**config.mk**
```make
export PLATFORM = sky130hd
export DESIGN_NAME = id_index_table_core
export DESIGN_NICKNAME = d
export VERILOG_FILES = /design/src/rtl/core/iit_pkg.sv /design/src/rtl/core/iit_cmd_queue.sv /design/src/rtl/core/iit_front.sv /design/src/rtl/core/iit_back.sv /design/src/rtl/core/id_index_table_core.sv
export SDC_FILE = /design/constraint.sdc
export NUM_CORES = 1
export LEC_CHECK = 0
export ABC_AREA = 1
export BUFFER_PORTS_ARGS = -buffer_cell sky130_fd_sc_hd__buf_2
export CAP_MARGIN = 20
export CORE_ASPECT_RATIO = 0.9
export CORE_MARGIN = 5
export CORE_UTILIZATION = 45
export CTS_BUF_LIST = sky130_fd_sc_hd__clkbuf_16
export CTS_CLUSTER_DIAMETER = 30
export DETAILED_ROUTE_END_ITERATION = 7
export PLACE_DENSITY_LB_ADDON = 0.15
export SLEW_MARGIN = 40
export SYNTH_ARGS = -nofsm -noshare
export SYNTH_HDL_FRONTEND = slang
export SYNTH_SLANG_ARGS = --single-unit
```
**constraint.sdc**
```tcl
create_clock -name clk -period 8.32 [get_ports clk]
set_clock_uncertainty 0.2 [all_clocks]
set_input_delay 2.08 -clock clk [delete_from_list [all_inputs] [get_ports clk]]
set_output_delay 2.08 -clock clk [all_outputs]
set_load 0.01 [all_outputs]
```
**src/rtl/core/iit_pkg.sv**
```systemverilog
// ----------------------------------------------------------------------------
// iit_pkg: shared types and constants for the id/index table
// Operation and status codes, command word, table entry, engine states.
// ----------------------------------------------------------------------------
`timescale 1ns / 1ps

package iit_pkg;

    localparam int DEPTH_DEF   = 16;
    localparam int KEY_W       = 32;
    localparam int VAL_W       = 16;
    localparam int TOTAL_W     = 5;
    localparam int QUEUE_DEPTH = 2;

    typedef enum logic [1:0] {
        KIND_ADD    = 2'd0,
        KIND_REMOVE = 2'd1,
        KIND_LOOKUP = 2'd2,
        KIND_CLEAR  = 2'd3
    } kind_t;

    typedef enum logic [1:0] {
        STAT_DONE = 2'd0,
        STAT_FULL = 2'd1,
        STAT_MISS = 2'd2
    } status_t;

    typedef enum logic [1:0] {
        S_IDLE,
        S_SCAN,
        S_MOVE
    } state_t;

    typedef struct packed {
        logic [KEY_W-1:0] key;
        logic [VAL_W-1:0] value;
    } entry_t;

    // Command word handed from the front end to the back end.
    typedef struct packed {
        kind_t            op;
        logic             needs_scan;
        logic [KEY_W-1:0] key;
        logic [VAL_W-1:0] value;
    } cmd_t;

endpackage

```
**src/rtl/core/iit_cmd_queue.sv**
```systemverilog
// ----------------------------------------------------------------------------
// iit_cmd_queue: short command queue between front and back end
// Small register ring; full/valid flags decouple the two sides.
// ----------------------------------------------------------------------------
`timescale 1ns / 1ps

module iit_cmd_queue (
    input  logic          clk,
    input  logic          rst_n,
    input  logic          wr_en,
    input  iit_pkg::cmd_t wr_cmd,
    output logic          full,
    output logic          rd_valid,
    input  logic          rd_en,
    output iit_pkg::cmd_t rd_cmd
);

    localparam int QD    = iit_pkg::QUEUE_DEPTH;
    localparam int PTR_W = (QD > 1) ? $clog2(QD) : 1;
    localparam int CNT_W = $clog2(QD + 1);

    iit_pkg::cmd_t q_mem [QD];

    logic [PTR_W-1:0] wr_ptr_reg, wr_ptr_next;
    logic [PTR_W-1:0] rd_ptr_reg, rd_ptr_next;
    logic [CNT_W-1:0] cnt_reg, cnt_next;
    logic             do_wr, do_rd;

    assign full     = (cnt_reg == CNT_W'(QD));
    assign rd_valid = (cnt_reg != '0);
    assign rd_cmd   = q_mem[rd_ptr_reg];
    assign do_wr    = wr_en && !full;
    assign do_rd    = rd_en && rd_valid;

    always_comb
    begin
        wr_ptr_next = wr_ptr_reg;
        rd_ptr_next = rd_ptr_reg;
        cnt_next    = cnt_reg;
        if (do_wr)
        begin
            wr_ptr_next = (wr_ptr_reg == PTR_W'(QD - 1)) ? '0 : wr_ptr_reg + PTR_W'(1);
        end
        if (do_rd)
        begin
            rd_ptr_next = (rd_ptr_reg == PTR_W'(QD - 1)) ? '0 : rd_ptr_reg + PTR_W'(1);
        end
        if (do_wr && !do_rd)
        begin
            cnt_next = cnt_reg + CNT_W'(1);
        end
        else if (do_rd && !do_wr)
        begin
            cnt_next = cnt_reg - CNT_W'(1);
        end
    end

    always_ff @(posedge clk or negedge rst_n)
    begin
        if (!rst_n)
        begin
            wr_ptr_reg <= '0;
            rd_ptr_reg <= '0;
            cnt_reg    <= '0;
        end
        else
        begin
            wr_ptr_reg <= wr_ptr_next;
            rd_ptr_reg <= rd_ptr_next;
            cnt_reg    <= cnt_next;
        end
    end

    always_ff @(posedge clk)
    begin
        if (do_wr)
        begin
            q_mem[wr_ptr_reg] <= wr_cmd;
        end
    end

endmodule

```
**src/rtl/core/iit_front.sv**
```systemverilog
// ----------------------------------------------------------------------------
// iit_front: request intake and decode
// Decodes the request word into a command and queues it for the back end.
// ----------------------------------------------------------------------------
`timescale 1ns / 1ps

module iit_front (
    input  logic                        clk,
    input  logic                        rst_n,
    input  logic                        push,
    output logic                        full,
    input  logic [1:0]                  kind,
    input  logic [iit_pkg::KEY_W-1:0]   object_id,
    input  logic [iit_pkg::VAL_W-1:0]   scene_index,
    output logic                        cmd_valid,
    input  logic                        cmd_pop,
    output iit_pkg::cmd_t               cmd
);

    iit_pkg::cmd_t  dec_cmd;
    iit_pkg::kind_t dec_op;

    assign dec_op = iit_pkg::kind_t'(kind);

    always_comb
    begin
        dec_cmd.op         = dec_op;
        // remove and lookup both walk the table
        dec_cmd.needs_scan = (dec_op == iit_pkg::KIND_REMOVE)
                          || (dec_op == iit_pkg::KIND_LOOKUP);
        dec_cmd.key        = object_id;
        dec_cmd.value      = scene_index;
    end

    iit_cmd_queue u_queue (
        .clk      (clk),
        .rst_n    (rst_n),
        .wr_en    (push),
        .wr_cmd   (dec_cmd),
        .full     (full),
        .rd_valid (cmd_valid),
        .rd_en    (cmd_pop),
        .rd_cmd   (cmd)
    );

endmodule

```
**src/rtl/core/iit_back.sv**
```systemverilog
// ----------------------------------------------------------------------------
// iit_back: table engine and result register
// Holds the packed table in a single-port-read memory, scans it one entry
// per cycle, does swap-remove, and parks the result word for the consumer.
// ----------------------------------------------------------------------------
`timescale 1ns / 1ps

module iit_back #(
    parameter int DEPTH = iit_pkg::DEPTH_DEF
) (
    input  logic                          clk,
    input  logic                          rst_n,
    input  logic                          cmd_valid,
    output logic                          cmd_pop,
    input  iit_pkg::cmd_t                 cmd,
    output logic                          empty,
    input  logic                          pop,
    output logic [1:0]                    status,
    output logic                          found,
    output logic [iit_pkg::VAL_W-1:0]     found_index,
    output logic [iit_pkg::TOTAL_W-1:0]   entry_total
);

    localparam int AW = $clog2(DEPTH);
    localparam int CW = $clog2(DEPTH + 1);

    iit_pkg::entry_t mem [DEPTH];
    iit_pkg::entry_t rd_data_reg;

    iit_pkg::state_t          state_reg, state_next;
    logic [CW-1:0]            count_reg, count_next;
    logic [AW-1:0]            idx_reg, idx_next;
    iit_pkg::kind_t           op_reg, op_next;
    logic [iit_pkg::KEY_W-1:0] key_reg, key_next;
    logic [iit_pkg::VAL_W-1:0] hit_val_reg, hit_val_next;

    logic                     rd_en;
    logic [AW-1:0]            rd_addr;
    logic                     wr_en;
    logic [AW-1:0]            wr_addr;
    iit_pkg::entry_t          wr_data;
    logic                     is_last;
    logic [AW-1:0]            last_addr;

    logic                          res_valid_reg;
    iit_pkg::status_t              res_status_reg, res_status_next;
    logic                          res_found_reg, res_found_next;
    logic [iit_pkg::VAL_W-1:0]     res_index_reg, res_index_next;
    logic [iit_pkg::TOTAL_W-1:0]   res_total_reg, res_total_next;
    logic                          res_load;

    assign is_last   = ((CW'(idx_reg) + CW'(1)) == count_reg);
    assign last_addr = AW'(count_reg - CW'(1));

    always_comb
    begin
        state_next      = state_reg;
        count_next      = count_reg;
        idx_next        = idx_reg;
        op_next         = op_reg;
        key_next        = key_reg;
        hit_val_next    = hit_val_reg;
        cmd_pop         = 1'b0;
        rd_en           = 1'b0;
        rd_addr         = '0;
        wr_en           = 1'b0;
        wr_addr         = '0;
        wr_data         = rd_data_reg;
        res_load        = 1'b0;
        res_status_next = iit_pkg::STAT_DONE;
        res_found_next  = 1'b0;
        res_index_next  = '0;

        unique case (state_reg)
            iit_pkg::S_IDLE:
            begin
                // start only with the result slot free, so the end never stalls
                if (cmd_valid && !res_valid_reg)
                begin
                    cmd_pop  = 1'b1;
                    op_next  = cmd.op;
                    key_next = cmd.key;
                    if (cmd.needs_scan)
                    begin
                        if (count_reg == '0)
                        begin
                            res_load        = 1'b1;
                            res_status_next = iit_pkg::STAT_MISS;
                        end
                        else
                        begin
                            rd_en      = 1'b1;
                            rd_addr    = '0;
                            idx_next   = '0;
                            state_next = iit_pkg::S_SCAN;
                        end
                    end
                    else if (cmd.op == iit_pkg::KIND_ADD)
                    begin
                        res_load = 1'b1;
                        if (count_reg == CW'(DEPTH))
                        begin
                            res_status_next = iit_pkg::STAT_FULL;
                        end
                        else
                        begin
                            wr_en         = 1'b1;
                            wr_addr       = AW'(count_reg);
                            wr_data.key   = cmd.key;
                            wr_data.value = cmd.value;
                            count_next    = count_reg + CW'(1);
                        end
                    end
                    else
                    begin
                        res_load   = 1'b1;
                        count_next = '0;
                    end
                end
            end
            iit_pkg::S_SCAN:
            begin
                // rd_data_reg holds entry idx_reg
                if (rd_data_reg.key == key_reg)
                begin
                    hit_val_next = rd_data_reg.value;
                    if (op_reg == iit_pkg::KIND_LOOKUP || is_last)
                    begin
                        res_load       = 1'b1;
                        res_found_next = 1'b1;
                        res_index_next = rd_data_reg.value;
                        if (op_reg == iit_pkg::KIND_REMOVE)
                        begin
                            count_next = count_reg - CW'(1);
                        end
                        state_next = iit_pkg::S_IDLE;
                    end
                    else
                    begin
                        // fetch the last pair to fill the hole
                        rd_en      = 1'b1;
                        rd_addr    = last_addr;
                        state_next = iit_pkg::S_MOVE;
                    end
                end
                else if (is_last)
                begin
                    res_load        = 1'b1;
                    res_status_next = iit_pkg::STAT_MISS;
                    state_next      = iit_pkg::S_IDLE;
                end
                else
                begin
                    idx_next = idx_reg + AW'(1);
                    rd_en    = 1'b1;
                    rd_addr  = idx_reg + AW'(1);
                end
            end
            iit_pkg::S_MOVE:
            begin
                wr_en          = 1'b1;
                wr_addr        = idx_reg;
                wr_data        = rd_data_reg;
                count_next     = count_reg - CW'(1);
                res_load       = 1'b1;
                res_found_next = 1'b1;
                res_index_next = hit_val_reg;
                state_next     = iit_pkg::S_IDLE;
            end
            default:
            begin
                state_next = iit_pkg::S_IDLE;
            end
        endcase

        res_total_next = iit_pkg::TOTAL_W'(count_next);
    end

    always_ff @(posedge clk or negedge rst_n)
    begin
        if (!rst_n)
        begin
            state_reg     <= iit_pkg::S_IDLE;
            count_reg     <= '0;
            res_valid_reg <= 1'b0;
        end
        else
        begin
            state_reg <= state_next;
            count_reg <= count_next;
            if (res_load)
            begin
                res_valid_reg <= 1'b1;
            end
            else if (pop)
            begin
                res_valid_reg <= 1'b0;
            end
        end
    end

    always_ff @(posedge clk)
    begin
        idx_reg     <= idx_next;
        op_reg      <= op_next;
        key_reg     <= key_next;
        hit_val_reg <= hit_val_next;
        if (res_load)
        begin
            res_status_reg <= res_status_next;
            res_found_reg  <= res_found_next;
            res_index_reg  <= res_index_next;
            res_total_reg  <= res_total_next;
        end
    end

    // table memory: one write port, one registered read port
    always_ff @(posedge clk)
    begin
        if (wr_en)
        begin
            mem[wr_addr] <= wr_data;
        end
        if (rd_en)
        begin
            rd_data_reg <= mem[rd_addr];
        end
    end

    assign empty       = !res_valid_reg;
    assign status      = res_status_reg;
    assign found       = res_found_reg;
    assign found_index = res_index_reg;
    assign entry_total = res_total_reg;

endmodule

```
**src/rtl/core/id_index_table_core.sv**
```systemverilog
// Add and clear load their result register at the accepting edge; remove
//   and lookup scan from slot 0 until a hit or the last pair (a swapping
//   remove then passes through a move state); an empty table misses without a scan.
// Engine: one word at a time; the next starts the cycle after the result
//   is popped.
// Reset: asynchronous, active low; clears the count, queue and result flag.
// ----------------------------------------------------------------------------
// id_index_table_core: packed id -> scene index table
// Fixed-depth table of (object id, scene index) pairs kept densely packed.
// Add appends, remove swaps the last pair into the hole, lookup returns the
// first match, clear drops every pair. One result word per request word.
// ----------------------------------------------------------------------------
`timescale 1ns / 1ps

module id_index_table_core #(
    parameter int DEPTH = iit_pkg::DEPTH_DEF
) (
    input  logic                          clk,
    input  logic                          rst_n,
    // request side
    input  logic                          push,
    output logic                          full,
    input  logic [1:0]                    kind,
    input  logic [iit_pkg::KEY_W-1:0]     object_id,
    input  logic [iit_pkg::VAL_W-1:0]     scene_index,
    // result side
    output logic                          empty,
    input  logic                          pop,
    output logic [1:0]                    status,
    output logic                          found,
    output logic [iit_pkg::VAL_W-1:0]     found_index,
    output logic [iit_pkg::TOTAL_W-1:0]   entry_total
);

    // Front end: decodes each request word into a command and parks it in
    // a two-entry queue, so pushes keep landing while the engine scans.
    logic          cmd_valid;
    logic          cmd_pop;
    iit_pkg::cmd_t cmd;

    iit_front u_front (
        .clk         (clk),
        .rst_n       (rst_n),
        .push        (push),
        .full        (full),
        .kind        (kind),
        .object_id   (object_id),
        .scene_index (scene_index),
        .cmd_valid   (cmd_valid),
        .cmd_pop     (cmd_pop),
        .cmd         (cmd)
    );

    // Back end: owns the table memory and the entry count. It only pulls a
    // command when its result register is free, so a finished result can
    // wait for pop while the queue keeps filling.
    iit_back #(
        .DEPTH (DEPTH)
    ) u_back (
        .clk         (clk),
        .rst_n       (rst_n),
        .cmd_valid   (cmd_valid),
        .cmd_pop     (cmd_pop),
        .cmd         (cmd),
        .empty       (empty),
        .pop         (pop),
        .status      (status),
        .found       (found),
        .found_index (found_index),
        .entry_total (entry_total)
    );

endmodule

```
==> summary.md <==
| Metric | Value |
|---|---|
| Maximum root-to-sink buffer count | `3` |
| Gp weighted congestion | `0.821` |
| Die ar. | `106,000 um^2` |
| Highest net fanout along the worst path | `49` |
| Result of the run | `finished, final reports clean` |
| Number of sinks handled by clock tree synthesis | `1,008` |
| Static leakage | `22.3 nW` |
| Row cnt | `109` |
| Share of async-settable or async-resettable flops after synthesis | `0.0119` |
| TritonCTS clock tree | `built` |
| I/O Buffers | `79` |
| Number of nets at the end of the flow | `4,362` |
| Type of destination of the critical path | `register` |
| DR WL/cell | `20.8 um` |
| CTS Hold Buffers Added | `0` |
| Maximum clock frequency | `0.177 GHz` |
| Final Hold Violating Endpoints | `0` |
| HPWL after DPL | `63,700 um` |
| Post-CTS Repair Setup Buffers | `0` |
| Largest net degree at the start of global routing | `162` |
| CP Cell Sequence | `buf_4 > mux2i_1 > inv_1 > nor2_1 > nand3_1 > nor2_4 > buf_4 > inv_2 > o22ai_1 > nand2_1 > nor2_4 > buf_4` |
| Wire length of the first global-routing pass | `184,000 um` |
| Count of flip-flops with a built-in enable after synthesis | `996` |
| Final number of setup-violating endpoints | `0` |
| DR iter-0 viols | `2,744` |
| Number of register bits inferred by synthesis | `1,008` |
| Maximum vdd ir drop | `0.000372 V` |
| Flip-flop count of the largest register, all copies and words added | `768` |
| Commonest non-fill, non-tap cells in the layout | `sky130_fd_sc_hd__edfxtp_1, sky130_fd_sc_hd__inv_1, sky130_fd_sc_hd__nand2_1` |
| Number of global-route vias before repair | `30,000` |
| Post-synthesis sequential area ratio | `0.675` |
| Remaining routing DRC violations | `0` |
| Pin slew with the least headroom to its limit | `0.927 ns` |
| Total vias in the final route | `30,900` |
| Number of violations of the max-capacitance limit | `0` |
| Root Driver | `sky130_fd_sc_hd__clkbuf_16` |
| Horizontal extent of the die | `342 um` |
| Slowest library cell on the worst path | `sky130_fd_sc_hd__buf_4` |
| Routed via count divided by cell count | `5.32` |
| CP top delay family | `buffers and inverters` |
| Delay of the slowest cell on the worst path | `0.66 ns` |
| Multi-input logic area | `10,400 um^2` |
| Final period utilization | `0.680` |
| Chip Height | `309 um` |
| Number of antenna violations at the first check in global routing | `1` |
| Depth of the CTS H-tree | `4` |
| Count of cells resized by post-cts repair | `0` |
| Antenna violation net count after detailed routing | `0` |
| Startpoint-to-endpoint class of the critical path | `reg -> reg` |
| Post-synthesis cell count | `4,206` |
| Endpoint required time on the critical path | `8.49 ns` |
| WHS | `0.286 ns` |
| Nature of the critical path startpoint | `register` |
| Top_reg_cell synth | `sky130_fd_sc_hd__edfxtp_1` |
| Post-layout instance area | `53,600 um^2` |
| Combined global-route utilization of all metal layers | `0.226` |
| Final WL | `121,000 um` |
| Power density normalized to cell area | `415 nW/um^2` |
| Warnings from Yosys | `0` |
| Critical path's most frequent cell | `sky130_fd_sc_hd__buf_4` |
| Worst relative slew slack | `0.382` |
| Commonest non-fill, non-tap cell in the layout | `sky130_fd_sc_hd__edfxtp_1` |
| Post-Synthesis Net Count | `4,269` |
| Post-route non-filler standard cell count | `5,801` |
| Number of cells after detailed placement | `5,432` |
| Pins over their slew limit | `0` |
| Detailed Routing Iterations Pass 1 | `5` |
| Later-pin clock latency in the skew report | `0.75 ns` |
| Total I/O pin count | `80` |
| Overflow after GRT | `0` |
| Combined flip-flop and latch cell area | `30,200 um^2` |
| Filler instances | `8,485` |
| Area inside the core boundary | `98,500 um^2` |
| Final setup TNS | `0 ns` |
| Number of clock buffers inserted by TritonCTS | `195` |
| Cell area after synthesis | `44,800 um^2` |
| Data arrival, critical path | `5.82 ns` |
| Minimum clock period | `5.65 ns` |
| Clock transition at the registers of the reported paths | `0.05 ns` |
| Average cell area after synthesis | `10.6 um^2` |
| Area after DPL | `46,800 um^2` |
| Layout cell share with drive strength beyond 1 | `0.120` |
| Synthesis-to-layout area growth | `19.6%` |
| Effective utilization at floorplan | `0.455` |
| Worst Hold Class | `reg -> reg` |
| Count of unique library cells instantiated by Yosys | `36` |
| Number of diodes | `0` |
| Buffers & Inverters on Critical Path | `5` |
| Setup repair after global routing missed its margin | `no` |
-- final timing paths --
path | start | endpoint | depth (start not counted) | slack, ns
max in group asynchronous | rst_n | u_front.u_queue.rd_ptr_reg | 1 | 6.62
setup / recovery | u_front.u_queue.rd_ptr_reg | u_back.mem[6][32] | 12 | 2.67
hold / removal | u_back.rd_data_reg[6] | u_back.hit_val_reg[6] | 0 | 0.29
min in group asynchronous | rst_n | u_back.res_valid_reg | 1 | 1.03
setup reg to reg | u_front.u_queue.rd_ptr_reg | u_back.mem[6][32] | 12 | 2.67
hold reg to reg | u_back.rd_data_reg[6] | u_back.hit_val_reg[6] | 0 | 0.29
-- layout make-up --
cell class	instances	area share
clock inverters	167	0.0320
inverters	854	0.0601
clock buffers	200	0.0934
multi-input cells	2076	0.195
well taps	1332	0.0311
repair buffers	164	0.0245
flip-flops and latches	1008	0.564
-- report_power, final --
| group | switching, W | internal [W] | leakage, nW | total [W] |
|---|---|---|---|---|
| combinational | 0.00528 | 0.00177 | 9.85 | 0.00705 |
| clock | 0.00266 | 0.00521 | 3.29 | 0.00786 |
| sequential | 0.000252 | 0.00705 | 9.21 | 0.00731 |
| total | 0.00819 | 0.0140 | 22.3 | 0.0222 |
-- metal layers --
layer | share of wire | up-vias | wire length [um] | GRT usage
met5 | 0 | - | 0 | 0
met4 | 0.023 | 0 | 2840 | 0.0744
li1 | - | 14500 | - | -
met3 | 0.065 | 207 | 7850 | 0.0381
met2 | 0.47 | 1116 | 56400 | 0.358
met1 | 0.44 | 15000 | 53600 | 0.320
-- Yosys cell counts, types with 3 or more instances --
master | count | area share
sky130_fd_sc_hd__o211ai_1 | 3 | 0.00050
sky130_fd_sc_hd__nand3_2 | 3 | 0.00067
sky130_fd_sc_hd__buf_4 | 6 | 0.0010
sky130_fd_sc_hd__o31ai_1 | 16 | 0.0027
sky130_fd_sc_hd__o21ai_0 | 32 | 0.0036
sky130_fd_sc_hd__o22ai_1 | 3 | 0.00042
sky130_fd_sc_hd__a21oi_1 | 24 | 0.0027
sky130_fd_sc_hd__buf_6 | 5 | 0.0013
sky130_fd_sc_hd__nand4_1 | 387 | 0.054
sky130_fd_sc_hd__nor2_1 | 93 | 0.0078
sky130_fd_sc_hd__buf_2 | 94 | 0.011
sky130_fd_sc_hd__inv_2 | 9 | 0.00075
sky130_fd_sc_hd__nand2_2 | 3 | 0.00042
sky130_fd_sc_hd__inv_1 | 843 | 0.071
sky130_fd_sc_hd__ha_1 | 9 | 0.0025
sky130_fd_sc_hd__xnor2_1 | 22 | 0.0043
sky130_fd_sc_hd__clkbuf_1 | 156 | 0.013
sky130_fd_sc_hd__a22oi_1 | 3 | 0.00050
sky130_fd_sc_hd__buf_1 | 7 | 0.00059
sky130_fd_sc_hd__edfxtp_1 | 996 | 0.67
sky130_fd_sc_hd__nand3_1 | 690 | 0.077
sky130_fd_sc_hd__dfrtp_1 | 12 | 0.0067
sky130_fd_sc_hd__nand2_1 | 756 | 0.063
sky130_fd_sc_hd__xor2_1 | 17 | 0.0033
-- through the flow --
stage / power (W) / util / setup WS [ns]
CTS: 0.0223 / 0.543 / 2.73
detailed placement: 0.0144 / 0.475 / 2.77
global placement: 0.0143 / 0.472 / 2.68
finish: 0.0222 / 0.544 / 2.67
global route: 0.0233 / 0.544 / 2.36
floorplan: 0.0118 / - / 1.61
-- cell families after synthesis --
family | synth area share
mux | 0.000447
flops | 0.675
compound gates | 0.0120
buf+inv | 0.0980
fa+ha+maj | 0.00252
xor+xnor | 0.00763
simple gates | 0.205
No activity file was read; power rests on OpenSTA's default activity.
